## src/design/khac_pkg.sv

```systemverilog
// Package of the key hold action controller.
// Holds the command, configuration and result types, codes and reset values.
// Used by the front end, the back end and the top level; depends on nothing.
`default_nettype none

package khac_pkg;

    localparam int unsigned KEY_W = 16;
    localparam int unsigned CNT_W = 16;
    localparam int unsigned BLINK_W = 4;
    localparam int unsigned OFS_W = 3;

    // Item kinds, same codes as the operation field
    localparam logic [1:0] KIND_PRESS   = 2'd0;
    localparam logic [1:0] KIND_RELEASE = 2'd1;
    localparam logic [1:0] KIND_TICK    = 2'd2;
    localparam logic [1:0] KIND_NONE    = 2'd3;

    // Offsets of the special keys above the base keycode
    localparam logic [OFS_W-1:0] OFS_DEV1    = 3'd0;
    localparam logic [OFS_W-1:0] OFS_DEV3    = 3'd2;
    localparam logic [OFS_W-1:0] OFS_CLEAR   = 3'd3;
    localparam logic [OFS_W-1:0] OFS_WIRED   = 3'd4;
    localparam logic [OFS_W-1:0] OFS_FACTORY = 3'd5;
    localparam logic [OFS_W-1:0] OFS_MODE    = 3'd6;
    localparam logic [KEY_W-1:0] NUM_SPECIAL = 16'd7;

    // Alternate encoding: high byte of the raw keycode
    localparam logic [7:0] ALT_PAGE = 8'h7E;

    // Held key codes: 0 none, else offset + 1
    localparam logic [2:0] HELD_NONE    = 3'd0;
    localparam logic [2:0] HELD_DEV3    = 3'd3;
    localparam logic [2:0] HELD_FACTORY = 3'd6;

    // Key actions
    localparam logic [2:0] ACT_NONE    = 3'd0;
    localparam logic [2:0] ACT_CLEAR   = 3'd1;
    localparam logic [2:0] ACT_WIRED   = 3'd2;
    localparam logic [2:0] ACT_SWITCH  = 3'd3;
    localparam logic [2:0] ACT_PAIR    = 3'd4;
    localparam logic [2:0] ACT_FACTORY = 3'd5;

    // Mode changes
    localparam logic [1:0] MODE_NONE  = 2'd0;
    localparam logic [1:0] MODE_ENTER = 2'd1;
    localparam logic [1:0] MODE_LEAVE = 2'd2;

    // Register indexes
    localparam logic [2:0] REG_KEY_BASE   = 3'd0;
    localparam logic [2:0] REG_PAIR_HOLD  = 3'd1;
    localparam logic [2:0] REG_RESET_HOLD = 3'd2;
    localparam logic [2:0] REG_MODE_HOLD  = 3'd3;
    localparam logic [2:0] REG_FLASH_ON   = 3'd4;
    localparam logic [2:0] REG_FLASH_OFF  = 3'd5;
    localparam logic [2:0] REG_FLASH_BLNK = 3'd6;

    // Register reset values
    localparam logic [KEY_W-1:0]   RST_KEY_BASE   = 16'd32320;
    localparam logic [CNT_W-1:0]   RST_PAIR_HOLD  = 16'd3000;
    localparam logic [CNT_W-1:0]   RST_RESET_HOLD = 16'd5000;
    localparam logic [CNT_W-1:0]   RST_MODE_HOLD  = 16'd3000;
    localparam logic [CNT_W-1:0]   RST_FLASH_ON   = 16'd1000;
    localparam logic [CNT_W-1:0]   RST_FLASH_OFF  = 16'd500;
    localparam logic [BLINK_W-1:0] RST_FLASH_BLNK = 4'd3;

    localparam logic [CNT_W-1:0] CNT_MAX = 16'hFFFF;

    typedef struct packed {
        logic [1:0]       kind;
        logic             special;
        logic [OFS_W-1:0] ofs;
    } t_cmd;

    typedef struct packed {
        logic [KEY_W-1:0]   key_base;
        logic [CNT_W-1:0]   pair_hold;
        logic [CNT_W-1:0]   reset_hold;
        logic [CNT_W-1:0]   mode_hold;
        logic [CNT_W-1:0]   flash_on;
        logic [CNT_W-1:0]   flash_off;
        logic [BLINK_W-1:0] flash_blinks;
    } t_cfg;

    typedef struct packed {
        logic       flash_led;
        logic       lock_active;
        logic [1:0] mode_change;
        logic [1:0] device_index;
        logic [2:0] key_action;
        logic       activity;
        logic       pass_through;
    } t_result;

endpackage

`default_nettype wire

```

## src/design/khac_front.sv

```systemverilog
// Front end: takes input requests and classifies each key into a command.
// Depends on khac_pkg.
`default_nettype none

module khac_front (
    input  wire logic                    [1:0] i_operation,
    input  wire logic     [khac_pkg::KEY_W-1:0] i_key_code,
    input  wire logic     [khac_pkg::KEY_W-1:0] i_key_base,
    output khac_pkg::t_cmd                     o_cmd
);
    import khac_pkg::*;

    logic [KEY_W-1:0] w_diff;
    logic             w_alt;

    always_comb begin
        w_alt  = (i_key_code[15:8] == ALT_PAGE) && ({8'd0, i_key_code[7:0]} < NUM_SPECIAL);
        w_diff = i_key_code - i_key_base;
        unique case (i_operation)
            KIND_PRESS:   o_cmd.kind = KIND_PRESS;
            KIND_RELEASE: o_cmd.kind = KIND_RELEASE;
            KIND_TICK:    o_cmd.kind = KIND_TICK;
            default:      o_cmd.kind = KIND_NONE;
        endcase
        // Alternate encoding maps straight to its offset
        if (w_alt) begin
            o_cmd.special = 1'b1;
            o_cmd.ofs     = i_key_code[OFS_W-1:0];
        end else begin
            o_cmd.special = (w_diff < NUM_SPECIAL);
            o_cmd.ofs     = w_diff[OFS_W-1:0];
        end
    end

endmodule

`default_nettype wire

```

## src/design/khac_fifo.sv

```systemverilog
// Short command queue between the front end and the back end.
// Register based; depends on nothing.
`default_nettype none

module khac_fifo #(
    parameter int unsigned WIDTH = 6,
    parameter int unsigned DEPTH = 2
) (
    input  wire logic             i_clk,
    input  wire logic             i_rst_n,
    input  wire logic             i_push,
    input  wire logic [WIDTH-1:0] i_data,
    output logic                  o_full,
    input  wire logic             i_pop,
    output logic                  o_empty,
    output logic      [WIDTH-1:0] o_data
);
    localparam int unsigned PW = (DEPTH > 1) ? $clog2(DEPTH) : 1;
    localparam int unsigned CW = $clog2(DEPTH + 1);

    logic [WIDTH-1:0] r_mem [DEPTH];
    logic [PW-1:0]    r_wptr, r_rptr;
    logic [CW-1:0]    r_count;

    assign o_full  = (r_count == CW'(DEPTH));
    assign o_empty = (r_count == '0);
    assign o_data  = r_mem[r_rptr];

    always_ff @(posedge i_clk) begin
        if (i_push) begin
            r_mem[r_wptr] <= i_data;
        end
    end

    always_ff @(posedge i_clk) begin
        if (!i_rst_n) begin
            r_wptr  <= '0;
            r_rptr  <= '0;
            r_count <= '0;
        end else begin
            if (i_push) begin
                r_wptr <= (r_wptr == PW'(DEPTH - 1)) ? '0 : r_wptr + 1'b1;
            end
            if (i_pop) begin
                r_rptr <= (r_rptr == PW'(DEPTH - 1)) ? '0 : r_rptr + 1'b1;
            end
            if (i_push && !i_pop) begin
                r_count <= r_count + 1'b1;
            end else if (i_pop && !i_push) begin
                r_count <= r_count - 1'b1;
            end
        end
    end

endmodule

`default_nettype wire

```

## src/design/khac_back.sv

```systemverilog
// Back end: carries out queued commands on the hold, lock and flash state
// and holds the result register. Depends on khac_pkg.
`default_nettype none

module khac_back (
    input  wire logic           i_clk,
    input  wire logic           i_rst_n,
    input  wire khac_pkg::t_cfg i_cfg,
    input  wire logic           i_cmd_valid,
    input  wire khac_pkg::t_cmd i_cmd,
    output logic                o_cmd_pop,
    output logic                o_res_valid,
    input  wire logic           i_res_ready,
    output khac_pkg::t_result   o_res
);
    import khac_pkg::*;

    logic [2:0]         r_held_key,    n_held_key;
    logic [CNT_W-1:0]   r_hold_count,  n_hold_count;
    logic               r_hold_fired,  n_hold_fired;
    logic               r_lock_mode,   n_lock_mode;
    logic               r_mode_down,   n_mode_down;
    logic [CNT_W-1:0]   r_mode_count,  n_mode_count;
    logic               r_mode_fired,  n_mode_fired;
    logic [BLINK_W-1:0] r_blinks_left, n_blinks_left;
    logic               r_flash_lit,   n_flash_lit;
    logic [CNT_W-1:0]   r_flash_timer, n_flash_timer;
    logic               r_res_valid;
    t_result            r_res,         n_res;

    logic             w_start;
    logic             w_started;
    logic [CNT_W-1:0] w_t;
    logic [CNT_W-1:0] w_limit;

    assign o_cmd_pop   = i_cmd_valid && (!r_res_valid || i_res_ready);
    assign o_res_valid = r_res_valid;
    assign o_res       = r_res;

    always_comb begin
        n_held_key    = r_held_key;
        n_hold_count  = r_hold_count;
        n_hold_fired  = r_hold_fired;
        n_lock_mode   = r_lock_mode;
        n_mode_down   = r_mode_down;
        n_mode_count  = r_mode_count;
        n_mode_fired  = r_mode_fired;
        n_blinks_left = r_blinks_left;
        n_flash_lit   = r_flash_lit;
        n_flash_timer = r_flash_timer;
        n_res         = '0;
        w_start       = 1'b0;
        w_started     = 1'b0;
        w_t           = '0;
        w_limit       = (r_held_key == HELD_FACTORY) ? i_cfg.reset_hold : i_cfg.pair_hold;

        unique case (i_cmd.kind)
            KIND_PRESS, KIND_RELEASE: begin
                n_res.activity = (i_cmd.kind == KIND_PRESS);
                priority if (r_lock_mode && !(i_cmd.special && i_cmd.ofs == OFS_MODE)) begin
                    // Swallow everything but the mode key while locked
                    n_res.pass_through = 1'b0;
                end else if (!i_cmd.special) begin
                    n_res.pass_through = 1'b1;
                end else if (i_cmd.kind == KIND_PRESS) begin
                    priority if (i_cmd.ofs == OFS_CLEAR) begin
                        n_res.key_action = ACT_CLEAR;
                    end else if (i_cmd.ofs == OFS_WIRED) begin
                        n_res.key_action = ACT_WIRED;
                    end else if (i_cmd.ofs == OFS_MODE) begin
                        n_mode_down  = 1'b1;
                        n_mode_count = '0;
                        n_mode_fired = 1'b0;
                    end else begin
                        n_held_key   = i_cmd.ofs + 3'd1;
                        n_hold_count = '0;
                        n_hold_fired = 1'b0;
                    end
                end else begin
                    if (i_cmd.ofs == OFS_MODE) begin
                        n_mode_down = 1'b0;
                        w_start     = !r_mode_fired && (r_blinks_left == '0);
                    end else if (i_cmd.ofs != OFS_CLEAR && i_cmd.ofs != OFS_WIRED
                                 && r_held_key == i_cmd.ofs + 3'd1) begin
                        if (!r_hold_fired && i_cmd.ofs <= OFS_DEV3) begin
                            n_res.key_action   = ACT_SWITCH;
                            n_res.device_index = i_cmd.ofs[1:0] + 2'd1;
                        end
                        n_held_key   = HELD_NONE;
                        n_hold_count = '0;
                        n_hold_fired = 1'b0;
                    end
                end
            end
            KIND_TICK: begin
                if (r_held_key != HELD_NONE && !r_hold_fired) begin
                    n_hold_count = (r_hold_count != CNT_MAX) ? r_hold_count + 1'b1 : r_hold_count;
                    if (n_hold_count >= w_limit) begin
                        if (r_held_key == HELD_FACTORY) begin
                            n_res.key_action = ACT_FACTORY;
                        end else if (r_held_key <= HELD_DEV3) begin
                            n_res.key_action   = ACT_PAIR;
                            n_res.device_index = r_held_key[1:0];
                        end
                        n_hold_fired = 1'b1;
                    end
                end
                if (r_mode_down && !r_mode_fired) begin
                    n_mode_count = (r_mode_count != CNT_MAX) ? r_mode_count + 1'b1 : r_mode_count;
                    if (n_mode_count >= i_cfg.mode_hold) begin
                        n_lock_mode       = !r_lock_mode;
                        n_res.mode_change = r_lock_mode ? MODE_LEAVE : MODE_ENTER;
                        w_start           = 1'b1;
                        w_started         = 1'b1;
                        n_mode_fired      = 1'b1;
                    end
                end
                // Advance the blink sequencer unless it just restarted
                if (!w_started && r_blinks_left != '0) begin
                    w_t = (r_flash_timer != '0) ? r_flash_timer - 1'b1 : r_flash_timer;
                    n_flash_timer = w_t;
                    if (w_t == '0) begin
                        if (r_flash_lit) begin
                            n_flash_lit   = 1'b0;
                            n_flash_timer = i_cfg.flash_off;
                        end else begin
                            n_blinks_left = r_blinks_left - 1'b1;
                            if (n_blinks_left != '0) begin
                                n_flash_lit   = 1'b1;
                                n_flash_timer = i_cfg.flash_on;
                            end
                        end
                    end
                end
            end
            default: begin
            end
        endcase

        if (w_start) begin
            n_blinks_left = i_cfg.flash_blinks;
            n_flash_lit   = (i_cfg.flash_blinks != '0);
            n_flash_timer = i_cfg.flash_on;
        end

        n_res.lock_active = n_lock_mode;
        n_res.flash_led   = n_flash_lit;
    end

    always_ff @(posedge i_clk) begin
        if (!i_rst_n) begin
            r_held_key    <= HELD_NONE;
            r_hold_count  <= '0;
            r_hold_fired  <= 1'b0;
            r_lock_mode   <= 1'b0;
            r_mode_down   <= 1'b0;
            r_mode_count  <= '0;
            r_mode_fired  <= 1'b0;
            r_blinks_left <= '0;
            r_flash_lit   <= 1'b0;
            r_flash_timer <= '0;
            r_res_valid   <= 1'b0;
        end else begin
            if (o_cmd_pop) begin
                r_held_key    <= n_held_key;
                r_hold_count  <= n_hold_count;
                r_hold_fired  <= n_hold_fired;
                r_lock_mode   <= n_lock_mode;
                r_mode_down   <= n_mode_down;
                r_mode_count  <= n_mode_count;
                r_mode_fired  <= n_mode_fired;
                r_blinks_left <= n_blinks_left;
                r_flash_lit   <= n_flash_lit;
                r_flash_timer <= n_flash_timer;
                r_res_valid   <= 1'b1;
            end else if (i_res_ready) begin
                r_res_valid <= 1'b0;
            end
        end
    end

    always_ff @(posedge i_clk) begin
        if (o_cmd_pop) begin
            r_res <= n_res;
        end
    end

endmodule

`default_nettype wire

```

## src/design/key_hold_action_controller_unit.sv

```systemverilog
// Top level of the key hold action controller: configuration registers,
// front end, command queue and back end. Depends on khac_pkg, khac_front,
// khac_fifo and khac_back.
//
//  Channel   Direction  Payload
//  s_axis    in         tuser: operation[1:0]; tdata: key_code[15:0]
//  m_axis    out        tdata: pass_through, activity, key_action[2:0],
//                       device_index[1:0], mode_change[1:0], lock_active,
//                       flash_led, zero pad to 16 bits
//  apb       in/out     seven registers at byte addresses 0x00..0x18
//
// One request a cycle sustained while m_axis takes the results. A request is
// classified as it is taken and pushed into the command queue; the back end
// pops it once the result register is free and, with that pop, updates all
// hold, lock and flash state and registers the result. The state update in
// the back end sets the rate. s_axis_tready drops only when the queue is full;
// a stalled m_axis holds the result register and backs up the queue.
// Reset is synchronous: it empties the queue, clears all state and loads
// the register reset values.
`default_nettype none

module key_hold_action_controller_unit #(
    parameter int unsigned FIFO_DEPTH = 2
) (
    input  wire logic        i_clk,
    input  wire logic        i_rst_n,
    // Input requests
    input  wire logic        s_axis_tvalid,
    output logic             s_axis_tready,
    input  wire logic [15:0] s_axis_tdata,   // key_code[15:0]
    input  wire logic [1:0]  s_axis_tuser,   // operation[1:0]
    // Results
    output logic             m_axis_tvalid,
    input  wire logic        m_axis_tready,
    output logic      [15:0] m_axis_tdata,   // pass_through, activity, key_action[2:0],
                                             // device_index[1:0], mode_change[1:0],
                                             // lock_active, flash_led, pad
    // Configuration
    input  wire logic        psel,
    input  wire logic        penable,
    input  wire logic        pwrite,
    input  wire logic [4:0]  paddr,
    input  wire logic [31:0] pwdata,
    output logic      [31:0] prdata,
    output logic             pready
);
    import khac_pkg::*;

    localparam int unsigned CMD_W = $bits(t_cmd);
    localparam int unsigned RES_W = $bits(t_result);

    t_cfg             r_cfg;
    t_cmd             w_front_cmd;
    logic [CMD_W-1:0] w_q_data;
    t_cmd             w_back_cmd;
    logic             w_q_full, w_q_empty, w_pop, w_push;
    t_result          w_res;
    logic             w_cfg_wr;
    logic [2:0]       w_reg_idx;

    assign pready    = 1'b1;
    assign w_cfg_wr  = psel && penable && pwrite;
    assign w_reg_idx = paddr[4:2];

    // Register file; writes to addresses past the list are dropped
    always_ff @(posedge i_clk) begin
        if (!i_rst_n) begin
            r_cfg.key_base     <= RST_KEY_BASE;
            r_cfg.pair_hold    <= RST_PAIR_HOLD;
            r_cfg.reset_hold   <= RST_RESET_HOLD;
            r_cfg.mode_hold    <= RST_MODE_HOLD;
            r_cfg.flash_on     <= RST_FLASH_ON;
            r_cfg.flash_off    <= RST_FLASH_OFF;
            r_cfg.flash_blinks <= RST_FLASH_BLNK;
        end else if (w_cfg_wr) begin
            unique case (w_reg_idx)
                REG_KEY_BASE:   r_cfg.key_base     <= pwdata[KEY_W-1:0];
                REG_PAIR_HOLD:  r_cfg.pair_hold    <= pwdata[CNT_W-1:0];
                REG_RESET_HOLD: r_cfg.reset_hold   <= pwdata[CNT_W-1:0];
                REG_MODE_HOLD:  r_cfg.mode_hold    <= pwdata[CNT_W-1:0];
                REG_FLASH_ON:   r_cfg.flash_on     <= pwdata[CNT_W-1:0];
                REG_FLASH_OFF:  r_cfg.flash_off    <= pwdata[CNT_W-1:0];
                REG_FLASH_BLNK: r_cfg.flash_blinks <= pwdata[BLINK_W-1:0];
                default: begin
                end
            endcase
        end
    end

    // Read back
    always_comb begin
        unique case (w_reg_idx)
            REG_KEY_BASE:   prdata = {16'd0, r_cfg.key_base};
            REG_PAIR_HOLD:  prdata = {16'd0, r_cfg.pair_hold};
            REG_RESET_HOLD: prdata = {16'd0, r_cfg.reset_hold};
            REG_MODE_HOLD:  prdata = {16'd0, r_cfg.mode_hold};
            REG_FLASH_ON:   prdata = {16'd0, r_cfg.flash_on};
            REG_FLASH_OFF:  prdata = {16'd0, r_cfg.flash_off};
            REG_FLASH_BLNK: prdata = {28'd0, r_cfg.flash_blinks};
            default:        prdata = '0;
        endcase
    end

    // Take a request whenever the queue has room
    assign s_axis_tready = !w_q_full;
    assign w_push        = s_axis_tvalid && !w_q_full;

    khac_front u_front (
        .i_operation (s_axis_tuser),
        .i_key_code  (s_axis_tdata),
        .i_key_base  (r_cfg.key_base),
        .o_cmd       (w_front_cmd)
    );

    khac_fifo #(
        .WIDTH (CMD_W),
        .DEPTH (FIFO_DEPTH)
    ) u_fifo (
        .i_clk   (i_clk),
        .i_rst_n (i_rst_n),
        .i_push  (w_push),
        .i_data  (w_front_cmd),
        .o_full  (w_q_full),
        .i_pop   (w_pop),
        .o_empty (w_q_empty),
        .o_data  (w_q_data)
    );

    assign w_back_cmd = t_cmd'(w_q_data);

    khac_back u_back (
        .i_clk       (i_clk),
        .i_rst_n     (i_rst_n),
        .i_cfg       (r_cfg),
        .i_cmd_valid (!w_q_empty),
        .i_cmd       (w_back_cmd),
        .o_cmd_pop   (w_pop),
        .o_res_valid (m_axis_tvalid),
        .i_res_ready (m_axis_tready),
        .o_res       (w_res)
    );

    // Pack the result from the lowest bit up, zero padded to two bytes
    assign m_axis_tdata = {(16 - RES_W)'(0), w_res};

endmodule

`default_nettype wire

```

## config.mk

```make
export PLATFORM = sky130hd
export DESIGN_NAME = key_hold_action_controller_unit
export DESIGN_NICKNAME = d
export VERILOG_FILES = /design/src/design/khac_pkg.sv /design/src/design/khac_front.sv /design/src/design/khac_fifo.sv /design/src/design/khac_back.sv /design/src/design/key_hold_action_controller_unit.sv
export SDC_FILE = /design/constraint.sdc
export NUM_CORES = 1
export LEC_CHECK = 0
export BUFFER_PORTS_ARGS = -buffer_cell sky130_fd_sc_hd__buf_2
export CORE_MARGIN = 2
export CORE_UTILIZATION = 55
export CTS_CLUSTER_SIZE = 25
export DETAILED_ROUTE_END_ITERATION = 16
export PLACE_DENSITY_LB_ADDON = 0.25
export SLEW_MARGIN = 20
export SYNTH_ARGS = -nofsm -noshare
export SYNTH_HDL_FRONTEND = slang
export SYNTH_SLANG_ARGS = --single-unit
```

## constraint.sdc

```tcl
create_clock -name i_clk -period 6.5 [get_ports i_clk]
set_input_delay 0 -clock i_clk [delete_from_list [all_inputs] [get_ports i_clk]]
set_output_delay 0 -clock i_clk [all_outputs]
set_load 0.01 [all_outputs]
```

==> impl_metrics.tcl, run 1 <==
set metrics [dict create \
    htree_levels 4 \
    clock_skew_ns 0.0131 \
    cp-start-kind "register" \
    diodes 0 \
    syn_area_sq_um 11800 \
    path_max_fanout 13 \
    placed_cells 1748 \
    final-instance-count-excl-fill 1804 \
    cts.sinks 189 \
    drc 0 \
    worstSkewPairLatency_ns 0.46 \
    leakage_nw 5.26 \
    postSynthCellCount 1476 \
    root_buffer "clkbuf_16" \
    fp.dieH_um 150 \
    avgSynthCellArea_sq_um 7.97 \
    end_kind "register" \
    area_growth_pct 10.6 \
    slew_headroom 0.348 \
    setup_tns_ns 0 \
    outcome "finished clean" \
    place_hpwl_um 24800 \
    netlist.area_leader.share 0.282 \
    start_util 0.560 \
    antenna_found_initial 1 \
    min_period_over_period 0.772 \
    synth_cell_types 88 \
    rrSetupSlack_ns 1.48 \
    vias_per_cell 6.21 \
    cpMaxStageDelayCell "nor3_1" \
    synthTopCellsByArea "dfxtp_1 28%, nand2_1 7.9%, ha_1 6.2%" \
    num_io_pins 113 \
    fp-row-count 53 \
    required_ns 6.86 \
    crit_chain "and4_1 > nand4_1 > nor3_1 > a21oi_1 > nor3b_1 > xor2_1 > ha_1 > a21oi_1 > o21ai_0 > a22o_1 > a31oi_1 > o21a_1 > o21a_2 > nor3_1 > a2111oi_2" \
    nFillCells 1818 \
    yosysWarnings 0 \
    drt_iter0_drc 1281 \
    path_class "register to register" \
    gp_congestion 0.910 \
    slew_viol_final 0 \
    grt-ovfl-total 0 \
    drive_above_1_share 0.111 \
    setup_viol 0 \
    layout_min_cycle_time_ns 5.02 \
    nets 1637 \
    fin_util 0.619 \
    cts-resized-gates 0 \
    grt_pass1_vias 10100 \
    coreArea_sq_um 21000 \
    dieArea_sq_um 22600 \
    synth_edf_count 23 \
    worst_slew_pin_slew_ns 0.978 \
    die_x_um 150 \
    synthFlopType "dfxtp_1" \
    async_flop_share 0 \
    vdd_ir_drop_max_uv 153 \
    whs_ns 0.220 \
    yosys.area.top_type "dfxtp_1" \
    p_total_mw 3.15 \
    grtUsageTotal 0.312 \
    finalHoldViolCount 0 \
    cap_viol_max_count 0 \
    wl_per_cell_um 19.4 \
    ant_nets 0 \
    crit_arrival_ns 5.38 \
    power.density_nw_per_um2 242 \
    hp-class "input pin to register" \
    ys_seq_elements 189 \
    critical-path-max-stage-delay_ns 0.58 \
    cts_tree "done" \
    rsz0062_at_grt "no" \
    grt_max_degree 77 \
    routed-via-count 11200 \
    cts-buffers-inserted 17 \
    portBuffers 72 \
    routed_wirelength_um 35000 \
    grt_pass1_wl_um 54900 \
    cts_buffer_depth 2 \
    critPathTopFamily "compound AO/OA/AOI/OAI gates" \
    synth_seq_area_share 0.341 \
    critPathBufInv 0 \
    first_pass_iters 6 \
    clkSlewWorstSetupHoldPaths_ns 0.08 \
    max_freq_ghz 0.199 \
]
[logic make-up after synthesis]
logic type,synth area share
compound gates,0.193
fa+ha+maj,0.0634
mux,0.0673
other cells,0.000638
flops,0.341
buf+inv,0.0627
xor+xnor,0.0305
simple gates,0.241
[synth_stat cells, types with 7 or more instances]
cell / n
a21o_1: 13
mux2_2: 15
a211oi_1: 13
nor2b_1: 10
mux2i_1: 51
edfxtp_1: 23
a31oi_1: 19
nand3b_1: 7
clkbuf_1: 72
and2_1: 7
a21oi_1: 133
o211ai_1: 25
nor4_1: 13
and3_1: 12
or4_1: 16
o221ai_1: 7
nand2_1: 248
o31ai_1: 9
xnor2_1: 26
nand4_1: 26
nor3_1: 39
dfxtp_1: 166
o22ai_1: 10
xor2_1: 15
inv_1: 62
nand2b_1: 15
ha_1: 58
or3_1: 12
o21ai_0: 52
or2_2: 7
nand3_1: 57
nor2_1: 92
nor3b_1: 8
o21ai_1: 8
buf_4: 22
a22oi_1: 17
[where the power goes]
part / internal, mW / switching (mW)
combinational: 0.267 / 0.482
sequential: 1.26 / 0.0370
clock: 0.535 / 0.576
total: 2.06 / 1.09
[path summary, 6_finish.rpt]
path,from,end,cells past startpoint
setup / recovery,u_back.r_mode_count[3],u_back.r_flash_timer[1],15
hold / removal,s_axis_tdata[9],u_fifo.r_mem[1][3],4
setup reg to reg,u_back.r_mode_count[3],u_back.r_flash_timer[1],15
hold reg to reg,r_cfg[58],r_cfg[58],2
[per-stage QoR]
| stage | worst slack [ns] | area [sq um] |
|---|---|---|
| finish | 1.48 | 13000 |
| global route | 1.10 | 13000 |
| CTS | 1.56 | 13000 |
| detailed placement | 1.58 | 12100 |
| global placement | 1.72 | 12100 |
| floorplan | 2.30 | 11800 |
[tightest hold or removal path: cells and delay by family]
kind | cells | cell delay [ns]
buf+inv | 1 | 0.10
simple gates | 2 | 0.21
compound gates | 1 | 0.15
[cells in the final DEF, fill, tap and decap left out, types with 26 or more instances in the layout]
| cell | Yosys | layout |
|---|---|---|
| nand2_1 | 248 | 248 |
| dfxtp_1 | 166 | 166 |
| a21oi_1 | 133 | 133 |
| nor2_1 | 92 | 88 |
| buf_2 | 5 | 72 |
| inv_1 | 62 | 62 |
| ha_1 | 58 | 58 |
| nand3_1 | 57 | 57 |
| mux2i_1 | 51 | 51 |
| o21ai_0 | 52 | 51 |
| nor3_1 | 39 | 38 |
| nand4_1 | 26 | 26 |
| xnor2_1 | 26 | 26 |
[timing repair]
item | CTS | global route
hold buffers | 24 | 0
endpoints found under the setup margin | 0 | 0
hold endpoints to repair | 115 | 0
buffers inserted | 0 | 0
[cell type report]
cell class	instances	area (sq um)	area share
multi-input cells	1138	7120	0.547
flip-flops and latches	189	4010	0.308
repair buffers	107	683	0.0525
clock buffers	17	425	0.0327
well taps	275	344	0.0264
inverters	63	236	0.0182
clock inverters	15	196	0.0151
[sequential cells by signal, summed over array words and instances, names as in the netlist, 2 cells and up, named ones only]
signal / flops
r_cfg: 100
u_back.o_res: 11
u_back.r_blinks_left: 4
u_back.r_flash_timer: 16
u_back.r_held_key: 3
u_back.r_hold_count: 16
u_back.r_mode_count: 16
u_fifo.r_count: 2
u_fifo.r_mem: 12
[layer usage]
| layer | routed length, um | up-vias | global-route usage | share of wire |
|---|---|---|---|---|
| li1 | - | 5355 | - | - |
| met1 | 15300 | 5256 | 0.444 | 0.44 |
| met2 | 15300 | 528 | 0.470 | 0.44 |
| met3 | 3250 | 67 | 0.0700 | 0.093 |
| met4 | 1040 | 2 | 0.102 | 0.030 |
| met5 | 13 | - | 0 | 0.00037 |
Note: power is estimated with default switching activity, not from simulation.
==> run 2: changes to the inputs <==
clock period = 5.15 ns   (was 6.5 ns; I/O delays follow)
==> run 2 against run 1 <==
Register-to-register slack worse by 0.87 ns. Worst setup slack worse by 0.87 ns. Critical path depth is 3 higher. Worst hold slack worse by 0.18 ns. Total power is 27% higher. First-iteration DRC count is 15% lower. Clock power is 26% higher. Die area stayed put.
==> impl_metrics.tcl, run 2 (same netlist as run 1, synthesis figures left out) <==
set metrics [dict create \
    outcome "finished clean" \
    setup_viol 0 \
    required_ns 5.45 \
    path_class "register to register" \
    start_util 0.560 \
    portBuffers 72 \
    antenna_found_initial 2 \
    drc 0 \
    first_pass_iters 7 \
    clock_skew_ns 0.0158 \
    top_register "r_cfg" \
    hp-class "input pin to register" \
    vias_per_cell 6.21 \
    cts_buffer_depth 2 \
    leakage_nw 5.30 \
    max_freq_ghz 0.221 \
    htree_levels 4 \
    vdd_ir_drop_max_uv 186 \
    layout_min_cycle_time_ns 4.53 \
    root_buffer "clkbuf_16" \
    routed_wirelength_um 34900 \
    dieArea_sq_um 22600 \
    cts-buffers-inserted 17 \
    cap_viol_max_count 0 \
    final_common_cell "nand2_1" \
    worstSkewPairLatency_ns 0.46 \
    coreArea_sq_um 21000 \
    finalHoldViolCount 0 \
    grtUsageTotal 0.310 \
    fp-row-count 53 \
    min_period_over_period 0.880 \
    area_growth_pct 11.2 \
    routed-via-count 11300 \
    path_max_fanout 16 \
    place_hpwl_um 25200 \
    nets 1644 \
    drive_above_1_share 0.114 \
    setup_tns_ns 0 \
    grt-ovfl-total 0 \
    nFillCells 1849 \
    die_x_um 150 \
    cts.sinks 189 \
    layout_common_cells "248 x nand2_1, 166 x dfxtp_1, 133 x a21oi_1" \
    gp_congestion 0.947 \
    grt_pass1_vias 10200 \
    num_io_pins 113 \
    placed_cells 1756 \
    end_kind "register" \
    grt_pass1_wl_um 54400 \
    wl_per_cell_um 19.3 \
    fp.dieH_um 150 \
    largest_reg_flops 100 \
    rsz0062_at_grt "no" \
    clkSlewWorstSetupHoldPaths_ns 0.08 \
    drt_iter0_drc 1093 \
    final-instance-count-excl-fill 1813 \
    cts_tree "done" \
    grt_max_degree 62 \
    power.density_nw_per_um2 305 \
    worst_slew_pin_slew_ns 1.12 \
    crit_arrival_ns 4.83 \
    ant_nets 0 \
    slew_viol_final 0 \
    cp-start-kind "register" \
    slew_headroom 0.248 \
]
## run 2: repair_timing
| item | 4_1_cts | 5_1_grt |
|---|---|---|
| hold buffers | 23 | 0 |
| endpoints found under the hold margin | 115 | 0 |
| resized for setup | 0 | 0 |
| setup buffers | 0 | 0 |
## run 2: path summary, 6_finish.rpt
| check | depth (start not counted) | to | slack (ns) | startpoint |
|---|---|---|---|---|
| worst max-delay path | 18 | u_back.r_blinks_left[2] | 0.62 | u_back.r_mode_count[4] |
| worst min-delay path | 3 | u_fifo.r_mem[0][0] | 0.04 | s_axis_tdata[0] |
| worst max register to register | 18 | u_back.r_blinks_left[2] | 0.62 | u_back.r_mode_count[4] |
| worst min register to register | 2 | r_cfg[80] | 0.47 | r_cfg[80] |
## run 2: where the power goes
| part | total [mW] | internal, mW | switching (mW) |
|---|---|---|---|
| combinational | 0.955 | 0.338 | 0.617 |
| clock | 1.40 | 0.679 | 0.725 |
| sequential | 1.63 | 1.59 | 0.0475 |
| total | 3.99 | 2.60 | 1.39 |
## run 2: critical path, cell delays in order, from the launching register on
cell and delay [ns]:
dfxtp_1 0.38, and4_1 0.23, nand4_1 0.16, nor3_1 0.07
buf_4 0.15, a21oi_1 0.42, nand4_1 0.22, xnor2_1 0.22
ha_1 0.30, a211oi_1 0.24, and3_1 0.18, o21ai_0 0.12
a31oi_1 0.37, buf_4 0.21, o21a_1 0.36, buf_4 0.29
nor2_1 0.09, a311oi_1 0.28, a211oi_1 0.08
## run 2: cell type report
type                       count  area (sq um)  area share
sequential                   189          4010       0.307
clock buffer                  17           425      0.0325
tap                          275           344      0.0263
inverter                      63           236      0.0181
clock inverter                15           213      0.0163
multi-input combinational   1138          7110       0.544
timing repair buffer         114           733      0.0560
antenna                        2          5.00    0.000383
## run 2: per-stage QoR
step	utilization	worst slack (ns)	hold slack (ns)	area, sq um	power, mW
finish	0.622	0.616	0.0371	13100	3.99
global route	0.622	0.160	0.0224	13100	4.15
CTS	0.622	0.622	0.00129	13100	3.98
detailed placement	0.581	0.659	0.203	12200	2.58
global placement	0.581	0.776	0.197	12200	2.56
floorplan	-	0.947	0.124	11800	2.34
## run 2: routing by layer
| layer | track usage | routed length [um] | share of wire | vias to the layer above |
|---|---|---|---|---|
| met5 | 0 | 0 | 0 | - |
| met3 | 0.0736 | 3340 | 0.096 | 68 |
| met1 | 0.425 | 15000 | 0.43 | 5282 |
| met4 | 0.0863 | 780 | 0.022 | 0 |
| met2 | 0.490 | 15800 | 0.45 | 515 |
| li1 | - | - | - | 5392 |
